File: config.mk
export PLATFORM = sky130hd
export DESIGN_NAME = double_fixed_align_convert
export DESIGN_NICKNAME = d
export VERILOG_FILES = /design/src/hdl/dfac_pkg.sv /design/src/hdl/dfac_front.sv /design/src/hdl/dfac_lzc.sv /design/src/hdl/dfac_shift.sv /design/src/hdl/dfac_pack.sv /design/src/hdl/double_fixed_align_convert.sv
export SDC_FILE = /design/constraint.sdc
export NUM_CORES = 1
export LEC_CHECK = 0
export ABC_AREA = 1
export BUFFER_PORTS_ARGS = -buffer_cell sky130_fd_sc_hd__buf_4
export CORE_MARGIN = 2
export CORE_UTILIZATION = 38
export DETAILED_ROUTE_END_ITERATION = 10
export GPL_ROUTABILITY_DRIVEN = 0
export MAX_ROUTING_LAYER = met4
export PLACE_DENSITY_LB_ADDON = 0.2
export SYNTH_ARGS = -nofsm -noshare
export SYNTH_HDL_FRONTEND = slang
export SYNTH_SLANG_ARGS = --single-unit
File: constraint.sdc
create_clock -name i_clk -period 6 [get_ports i_clk]
set_input_delay 1.2 -clock i_clk [delete_from_list [all_inputs] [get_ports i_clk]]
set_output_delay 1.2 -clock i_clk [all_outputs]
set_load 0.03 [all_outputs]
File: src/hdl/dfac_pkg.sv
// Shared types and constants for the double to aligned fixed-point converter.
package dfac_pkg;

    // Command codes carried in tuser.
    localparam logic CMD_ENCODE = 1'b0;
    localparam logic CMD_DECODE = 1'b1;

    localparam int          DATA_W      = 64;
    localparam int          EXP_W       = 11;
    localparam int          FRAC_W      = 52;
    localparam int          AMT_W       = 6;
    localparam int          EXB_W       = 14;
    localparam logic [10:0] EXP_MAX     = 11'h7ff;
    localparam logic [63:0] SIGN_MIN    = 64'h8000_0000_0000_0000;
    localparam logic [63:0] ALL_ONES    = 64'hffff_ffff_ffff_ffff;
    localparam logic [5:0]  HIDDEN_POS  = 6'd52;
    localparam logic [5:0]  ROUND_POS   = 6'd53;
    localparam logic [5:0]  MAX_RSHIFT  = 6'd62;
    localparam int          EXP_ADJUST  = 4;

    // One item as it moves down the pipeline.
    typedef struct packed {
        logic                     cmd;
        logic                     special;
        logic                     nan;
        logic                     sign;
        logic                     zero_shift;
        logic                     right;
        logic [AMT_W-1:0]         amt;
        logic [EXP_W-1:0]         maxe;
        logic signed [EXB_W-1:0]  ex_base;
        logic [DATA_W-1:0]        data;
    } t_item;

endpackage

File: src/hdl/dfac_front.sv
// First stage: significand build, shared negation, special cases and encode shift amount.
module dfac_front #(
    parameter int SPARE_BITS = 2
) (
    input  logic                 i_clk,
    input  logic                 i_rst_n,
    input  logic                 i_valid,
    output logic                 o_ready,
    input  logic                 i_cmd,
    input  logic [63:0]          i_value,
    input  logic [10:0]          i_maxe,
    output logic                 o_valid,
    input  logic                 i_ready,
    output dfac_pkg::t_item      o_item
);

    logic                r_valid;
    dfac_pkg::t_item     r_item;
    dfac_pkg::t_item     n_item;
    logic [10:0]         own_exp;
    logic [63:0]         sig;
    logic [63:0]         neg_src;
    logic signed [12:0]  shift_s;
    logic                load;

    assign load    = !r_valid || i_ready;
    assign o_ready = load;
    assign o_valid = r_valid;
    assign o_item  = r_item;

    assign own_exp = i_value[62:52];
    assign sig     = {11'b0, (own_exp != 11'd0), i_value[dfac_pkg::FRAC_W-1:0]};
    assign neg_src = (i_cmd == dfac_pkg::CMD_DECODE) ? i_value : sig;
    assign shift_s = $signed(13'(SPARE_BITS)) + $signed({2'b00, i_maxe})
                     - $signed({2'b00, own_exp});

    // Both commands negate when the sign bit is set, so one negator serves.
    always_comb begin
        n_item            = '0;
        n_item.cmd        = i_cmd;
        n_item.sign       = i_value[63];
        n_item.maxe       = i_maxe;
        n_item.data       = i_value[63] ? (~neg_src + 64'd1) : neg_src;
        n_item.right      = 1'b1;
        if (i_cmd == dfac_pkg::CMD_DECODE) begin
            n_item.nan     = (i_maxe == dfac_pkg::EXP_MAX) || (i_value == dfac_pkg::SIGN_MIN);
            n_item.special = n_item.nan || (i_value == 64'd0);
        end else begin
            // Clamp the alignment shift; the stored amount is one less so the
            // last dropped bit survives for rounding.
            if (shift_s <= 13'sd0) begin
                n_item.zero_shift = 1'b1;
                n_item.amt        = '0;
            end else if (shift_s > 13'sd63) begin
                n_item.amt = dfac_pkg::MAX_RSHIFT;
            end else begin
                n_item.amt = 6'(shift_s - 13'sd1);
            end
        end
    end

    always_ff @(posedge i_clk) begin
        if (!i_rst_n) begin
            r_valid <= 1'b0;
        end else if (load) begin
            r_valid <= i_valid;
        end
    end

    always_ff @(posedge i_clk) begin
        if (load && i_valid) begin
            r_item <= n_item;
        end
    end

endmodule

File: src/hdl/dfac_lzc.sv
// Second stage: leading-one search for decode, giving shift direction, amount and exponent base.
module dfac_lzc #(
    parameter int SPARE_BITS = 2
) (
    input  logic                 i_clk,
    input  logic                 i_rst_n,
    input  logic                 i_valid,
    output logic                 o_ready,
    input  dfac_pkg::t_item      i_item,
    output logic                 o_valid,
    input  logic                 i_ready,
    output dfac_pkg::t_item      o_item
);

    logic             r_valid;
    dfac_pkg::t_item  r_item;
    dfac_pkg::t_item  n_item;
    logic [5:0]       msb_pos;
    logic             load;

    assign load    = !r_valid || i_ready;
    assign o_ready = load;
    assign o_valid = r_valid;
    assign o_item  = r_item;

    // Position of the highest set bit of the magnitude (below the sign bit).
    always_comb begin
        msb_pos = '0;
        for (int i = 0; i < 63; i++) begin
            if (i_item.data[i]) begin
                msb_pos = 6'(i);
            end
        end
    end

    // Decode normalizes the leading one to the hidden-bit position.
    always_comb begin
        n_item = i_item;
        if (i_item.cmd == dfac_pkg::CMD_DECODE) begin
            n_item.right   = (msb_pos >= dfac_pkg::ROUND_POS);
            n_item.amt     = n_item.right ? (msb_pos - dfac_pkg::ROUND_POS)
                                          : (dfac_pkg::HIDDEN_POS - msb_pos);
            n_item.ex_base = $signed({3'b000, i_item.maxe}) + $signed({8'b0, msb_pos})
                             - $signed(14'({8'b0, dfac_pkg::HIDDEN_POS}))
                             - $signed(14'(SPARE_BITS))
                             + $signed(14'(dfac_pkg::EXP_ADJUST));
        end
    end

    always_ff @(posedge i_clk) begin
        if (!i_rst_n) begin
            r_valid <= 1'b0;
        end else if (load) begin
            r_valid <= i_valid;
        end
    end

    always_ff @(posedge i_clk) begin
        if (load && i_valid) begin
            r_item <= n_item;
        end
    end

endmodule

File: src/hdl/dfac_shift.sv
// Third stage: the shared barrel shifter for alignment and normalization.
module dfac_shift (
    input  logic                 i_clk,
    input  logic                 i_rst_n,
    input  logic                 i_valid,
    output logic                 o_ready,
    input  dfac_pkg::t_item      i_item,
    output logic                 o_valid,
    input  logic                 i_ready,
    output dfac_pkg::t_item      o_item
);

    logic             r_valid;
    dfac_pkg::t_item  r_item;
    dfac_pkg::t_item  n_item;
    logic             load;

    assign load    = !r_valid || i_ready;
    assign o_ready = load;
    assign o_valid = r_valid;
    assign o_item  = r_item;

    // Encode shifts arithmetically; decode shifts the positive magnitude either way.
    always_comb begin
        n_item = i_item;
        if (i_item.cmd == dfac_pkg::CMD_ENCODE) begin
            n_item.data = 64'($signed(i_item.data) >>> i_item.amt);
        end else if (i_item.right) begin
            n_item.data = i_item.data >> i_item.amt;
        end else begin
            n_item.data = i_item.data << i_item.amt;
        end
    end

    always_ff @(posedge i_clk) begin
        if (!i_rst_n) begin
            r_valid <= 1'b0;
        end else if (load) begin
            r_valid <= i_valid;
        end
    end

    always_ff @(posedge i_clk) begin
        if (load && i_valid) begin
            r_item <= n_item;
        end
    end

endmodule

File: src/hdl/dfac_pack.sv
// Fourth stage: rounding, exponent range checks and result packing.
module dfac_pack (
    input  logic                 i_clk,
    input  logic                 i_rst_n,
    input  logic                 i_valid,
    output logic                 o_ready,
    input  dfac_pkg::t_item      i_item,
    output logic                 o_valid,
    input  logic                 i_ready,
    output logic [63:0]          o_result,
    output logic                 o_nan
);

    logic                     r_valid;
    logic [63:0]              r_result;
    logic                     r_nan;
    logic [63:0]              n_result;
    logic                     n_nan;
    logic [53:0]              rounded;
    logic                     carry;
    logic [51:0]              frac;
    logic signed [13:0]       ex;
    logic                     load;

    assign load     = !r_valid || i_ready;
    assign o_ready  = load;
    assign o_valid  = r_valid;
    assign o_result = r_result;
    assign o_nan    = r_nan;

    // Decode rounding: the kept low bit is the last dropped bit.
    assign rounded = {1'b0, i_item.data[53:1]} + {53'b0, i_item.data[0]};
    assign carry   = i_item.right && rounded[53];
    assign frac    = !i_item.right ? i_item.data[51:0] :
                     (carry ? 52'd0 : rounded[51:0]);
    assign ex      = i_item.ex_base + $signed({13'b0, carry});

    always_comb begin
        n_nan    = 1'b0;
        n_result = '0;
        if (i_item.cmd == dfac_pkg::CMD_ENCODE) begin
            if (i_item.zero_shift) begin
                n_result = i_item.data;
            end else begin
                n_result = 64'($signed(i_item.data) >>> 1) + {63'b0, i_item.data[0]};
            end
        end else if (i_item.special) begin
            n_nan    = i_item.nan;
            n_result = i_item.nan ? dfac_pkg::ALL_ONES : 64'd0;
        end else if (ex <= 14'sd0) begin
            n_result = '0;
        end else if (ex >= $signed({3'b000, dfac_pkg::EXP_MAX})) begin
            n_nan    = 1'b1;
            n_result = dfac_pkg::ALL_ONES;
        end else begin
            n_result = {i_item.sign, ex[10:0], frac};
        end
    end

    always_ff @(posedge i_clk) begin
        if (!i_rst_n) begin
            r_valid <= 1'b0;
        end else if (load) begin
            r_valid <= i_valid;
        end
    end

    always_ff @(posedge i_clk) begin
        if (load && i_valid) begin
            r_result <= n_result;
            r_nan    <= n_nan;
        end
    end

endmodule

File: src/hdl/double_fixed_align_convert.sv
// Top level of the converter between IEEE doubles and aligned fixed-point integers.
//
//  Channel  Direction  Carries
//  s_*      in         tuser: command; tdata: value_bits [63:0], max_exponent [74:64]
//  m_*      out        tuser: made_nan; tdata: result_bits [63:0]
//
// Four register stages (negate, leading-one search, barrel shift, round and pack)
// take one request in every cycle while the output is not stalled.
// Each stage holds its own valid bit; a stage refills as soon as its request moves on,
// so a stall at the output backs up stage by stage and nothing is lost or repeated.
// Reset (synchronous, active low) clears only the valid bits.
module double_fixed_align_convert #(
    parameter int SPARE_BITS = 2
) (
    input  logic         i_clk,
    input  logic         i_rst_n,
    input  logic         s_tvalid,
    output logic         s_tready,
    input  logic [79:0]  s_tdata,   // value_bits [63:0], max_exponent [74:64], zero pad
    input  logic         s_tuser,   // command
    output logic         m_tvalid,
    input  logic         m_tready,
    output logic [63:0]  m_tdata,   // result_bits [63:0]
    output logic         m_tuser    // made_nan
);

    logic             v1, v2, v3;
    logic             rdy2, rdy3, rdy4;
    dfac_pkg::t_item  item1, item2, item3;

    dfac_front #(.SPARE_BITS(SPARE_BITS)) u_front (
        .i_clk   (i_clk),
        .i_rst_n (i_rst_n),
        .i_valid (s_tvalid),
        .o_ready (s_tready),
        .i_cmd   (s_tuser),
        .i_value (s_tdata[63:0]),
        .i_maxe  (s_tdata[74:64]),
        .o_valid (v1),
        .i_ready (rdy2),
        .o_item  (item1)
    );

    dfac_lzc #(.SPARE_BITS(SPARE_BITS)) u_lzc (
        .i_clk   (i_clk),
        .i_rst_n (i_rst_n),
        .i_valid (v1),
        .o_ready (rdy2),
        .i_item  (item1),
        .o_valid (v2),
        .i_ready (rdy3),
        .o_item  (item2)
    );

    dfac_shift u_shift (
        .i_clk   (i_clk),
        .i_rst_n (i_rst_n),
        .i_valid (v2),
        .o_ready (rdy3),
        .i_item  (item2),
        .o_valid (v3),
        .i_ready (rdy4),
        .o_item  (item3)
    );

    dfac_pack u_pack (
        .i_clk    (i_clk),
        .i_rst_n  (i_rst_n),
        .i_valid  (v3),
        .o_ready  (rdy4),
        .i_item   (item3),
        .o_valid  (m_tvalid),
        .i_ready  (m_tready),
        .o_result (m_tdata),
        .o_nan    (m_tuser)
    );

endmodule
==> flow_results.xml <==
<?xml version="1.0" encoding="UTF-8"?>
<metrics>
  <group name="outcome">
    <metric name="outcome" unit="">finished, violations left</metric>
    <metric name="violations" unit="">negative setup slack</metric>
  </group>
  <group name="timing">
    <metric name="clock-skew-final" unit="ns">0.0241</metric>
    <metric name="worst-slew-pin-transition" unit="ns">1.03</metric>
    <metric name="clock.fmax" unit="MHz">164</metric>
    <metric name="period_needed" unit="ns">6.09</metric>
    <metric name="final.setup.tns" unit="ns">-2.19</metric>
    <metric name="setup-violations-final" unit="">51</metric>
    <metric name="rsz0062_at_grt" unit="">yes</metric>
    <metric name="finalHoldViolCount" unit="">0</metric>
    <metric name="finalCritPeriodShare" unit="">1.02</metric>
    <metric name="final_critical_path_setup_slack" unit="ns">-0.0917</metric>
    <metric name="report.final.slew_viol_count" unit="">0</metric>
    <metric name="timing.slew.headroom" unit="">0.296</metric>
  </group>
  <group name="worst_setup_path">
    <metric name="timing.critical_path.from_type" unit="">flop</metric>
    <metric name="crit_family" unit="">simple AND/OR/NAND/NOR gates</metric>
    <metric name="timing.critical_path.buf_inv" unit="">10</metric>
    <metric name="crit_required" unit="ns">6.30</metric>
    <metric name="critical_path.most_common_cell" unit="">nor2_4</metric>
    <metric name="worstSetupPathType" unit="">flop to flop</metric>
    <metric name="slowest_delay" unit="ns">0.36</metric>
    <metric name="crit_path_max_fanout" unit="">5</metric>
    <metric name="worstPathArrival" unit="ns">6.39</metric>
    <metric name="end_kind" unit="">flop</metric>
    <metric name="slowest_cell_on_the_critical_path" unit="">edfxtp_1</metric>
  </group>
  <group name="pwr">
    <metric name="power_leakage" unit="uW">0.0132</metric>
    <metric name="max-vdd-ir-drop" unit="mV">0.157</metric>
    <metric name="power_density" unit="nW/um2">218</metric>
  </group>
  <group name="cts">
    <metric name="cts_buffer_depth" unit="">3</metric>
    <metric name="clock_sinks" unit="">329</metric>
    <metric name="cts_buffers" unit="">37</metric>
    <metric name="worstSkewPairLatency" unit="ns">0.58</metric>
    <metric name="h-tree-depth" unit="">2</metric>
    <metric name="clock_tree_from_tritoncts" unit="">done</metric>
    <metric name="cts-hold-fix-buffers" unit="">0</metric>
    <metric name="cts.clk_slew.worst_paths" unit="ns">0.06</metric>
    <metric name="cts_root_buffer" unit="">clkbuf_16</metric>
  </group>
  <group name="die">
    <metric name="die_area" unit="um2">70500</metric>
    <metric name="die_height" unit="um">266</metric>
    <metric name="floorplan.die.width" unit="um">266</metric>
    <metric name="core_area" unit="um2">67400</metric>
    <metric name="ioPinCount" unit="">152</metric>
    <metric name="floorplan.rows" unit="">95</metric>
    <metric name="floorplan.initialDensity" unit="">0.386</metric>
  </group>
  <group name="cells_and_area">
    <metric name="layout-drive-gt1-share" unit="">0.138</metric>
    <metric name="layoutNonFillerInstCount" unit="">4619</metric>
    <metric name="net_count_reported_at_finish" unit="">3844</metric>
    <metric name="fillerInstances" unit="">6790</metric>
    <metric name="area_growth_syn_to_layout" unit="%">17.8</metric>
  </group>
  <group name="logic_synthesis">
    <metric name="postSynthRegisterBits" unit="">329</metric>
    <metric name="synth.distinct_cells" unit="">62</metric>
    <metric name="synth_most_common_cell" unit="">nand2_1</metric>
    <metric name="dominantRegCellSynth" unit="">edfxtp_1</metric>
    <metric name="netlist.area_leader.share" unit="">0.376</metric>
    <metric name="post_synth.cell_area_avg" unit="um2">7.19</metric>
    <metric name="synth_area_leaders" unit="">edfxtp_1 (38%), nand2_1 (13%), o21ai_0 (8.0%), inv_1 (6.4%), a21oi_1 (5.4%)</metric>
    <metric name="count_of_synthesis_stage_warnings_from_yosys" unit="">0</metric>
    <metric name="postSynthCellCount" unit="">3613</metric>
    <metric name="ranking_of_synthesized_cells_by_instance_count" unit="">nand2_1 (925), inv_1 (441), o21ai_0 (413)</metric>
    <metric name="synth_edf_count" unit="">325</metric>
    <metric name="synth-seq-area-share" unit="">0.379</metric>
    <metric name="synth_fp_nets" unit="">3740</metric>
    <metric name="async_reset_ff_frac" unit="">0</metric>
    <metric name="syn-cell-area" unit="um2">26000</metric>
    <metric name="synth.largest_area_cell" unit="">edfxtp_1</metric>
  </group>
  <group name="route">
    <metric name="route.met2.wl" unit="um">37000</metric>
    <metric name="route.detailed.drc" unit="">0</metric>
    <metric name="route.vias.total" unit="">25100</metric>
    <metric name="m1WireLength" unit="um">37700</metric>
    <metric name="drt-initial-drc-count" unit="">2630</metric>
    <metric name="top_signal_layer_used" unit="">met4</metric>
    <metric name="wire_per_inst" unit="um">18.4</metric>
    <metric name="wl_met3" unit="um">6430</metric>
    <metric name="antenna_violating_nets_post_route" unit="">0</metric>
    <metric name="wl" unit="um">84800</metric>
    <metric name="vias_per_cell" unit="">5.43</metric>
    <metric name="detailedRoute.firstPassIterationCount" unit="">9</metric>
  </group>
  <group name="place">
    <metric name="dp_hpwl" unit="um">61200</metric>
    <metric name="dpl.cell_count" unit="">4516</metric>
    <metric name="port-buffer-count" unit="">146</metric>
  </group>
  <group name="grt">
    <metric name="gr-total-overflow" unit="">0</metric>
    <metric name="first_global_vias" unit="">22600</metric>
    <metric name="grt_use_total" unit="">0.236</metric>
    <metric name="first_pass_grt_wire_length" unit="um">129000</metric>
    <metric name="grt_start_max_net_pins" unit="">125</metric>
    <metric name="grt_antenna_before_repair" unit="">0</metric>
  </group>
  <group name="job">
    <metric name="cap_violations" unit="">0</metric>
  </group>
  <group name="worst_hold_path">
    <metric name="hold_path_class" unit="">flop to flop</metric>
  </group>
</metrics>
## placed cells by master, fill, tap and decap left out, types with 28 or more instances in the layout
cell type,synthesis,layout
nor4_1,30,28
xnor2_1,37,37
clkbuf_16,0,46
nor2_1,224,207
o21ai_0,413,400
o22ai_1,45,45
ha_1,39,34
nand3_2,3,48
xor2_1,80,78
nand2_1,925,912
a21oi_1,282,260
buf_4,0,241
mux2i_1,79,79
nor3_1,51,49
edfxtp_1,325,325
nand3_1,161,114
inv_1,441,429
o211ai_1,55,55
## through the flow
step                hold slack [ns]  worst slack [ns]  power [uW]  cell area (um2)   util
floorplan                     0.400             0.187        3750            26000      -
global placement              0.404            -0.156        4220            28200  0.418
detailed placement            0.405            -0.254        4230            28200  0.418
CTS                           0.417            0.0627        6660            29500  0.438
global route                  0.427            -0.474        7010            30600  0.454
finish                        0.415           -0.0917        6690            30600  0.454
## cells by family after synthesis
| family | after synthesis | synth area share |
|---|---|---|
| simple gates | 1468 | 0.237 |
| compound gates | 917 | 0.198 |
| buf+inv | 661 | 0.0956 |
| flops | 329 | 0.379 |
| xor+xnor | 117 | 0.0394 |
| mux | 79 | 0.0304 |
| fa+ha+maj | 42 | 0.0211 |
## report_power, final
part           switching [uW]  internal [uW]  total [uW]
Clock                     943           1460        2410
Combinational            1030            490        1520
Sequential               86.7           2680        2760
## what timing repair did
| item | CTS | global route |
|---|---|---|
| pin swaps | 0 | 56 |
| cloned | 0 | 12 |
| endpoints found under the setup margin | 64 | 75 |
| gates resized for setup | 6 | 169 |
| buffers inserted | 0 | 23 |
## registers in the layout, summed over array words and instances, names as in the netlist
register	count
u_shift.o_valid	1
u_front.o_item	86
u_front.o_valid	1
u_shift.o_item	84
u_pack.o_result	64
u_lzc.o_valid	1
u_pack.o_nan	1
u_pack.o_valid	1
u_lzc.o_item	90
## layout make-up
type                            count  area, um2  share of cell area
Multi-Input combinational cell   2623      14300               0.467
Sequential cell                   329       9840               0.321
Timing Repair Buffer              269       2380              0.0776
Inverter                          457       1730              0.0564
Tap cell                          873       1090              0.0357
Clock buffer                       42        966              0.0315
Clock inverter                     25        323              0.0105
Antenna cell                        1       2.50           0.0000817
## layer usage
layer  global-route usage  up-vias
met5                    -        -
met4               0.0918        0
met3               0.0365      210
met2                0.352     1004
met1                0.321    11400
li1                     -    12400
## worst paths after layout
path	to	cells after the start	start	slack, ns
worst max-delay path	u_pack.o_result[56]	42	u_shift.o_item[0]	-0.09
worst max register to register	u_pack.o_result[56]	42	u_shift.o_item[0]	-0.09
worst min-delay path	u_shift.o_item[96]	0	u_lzc.o_item[96]	0.41
worst min register to register	u_shift.o_item[96]	0	u_lzc.o_item[96]	0.41
No activity file was read; power rests on OpenSTA's default activity.
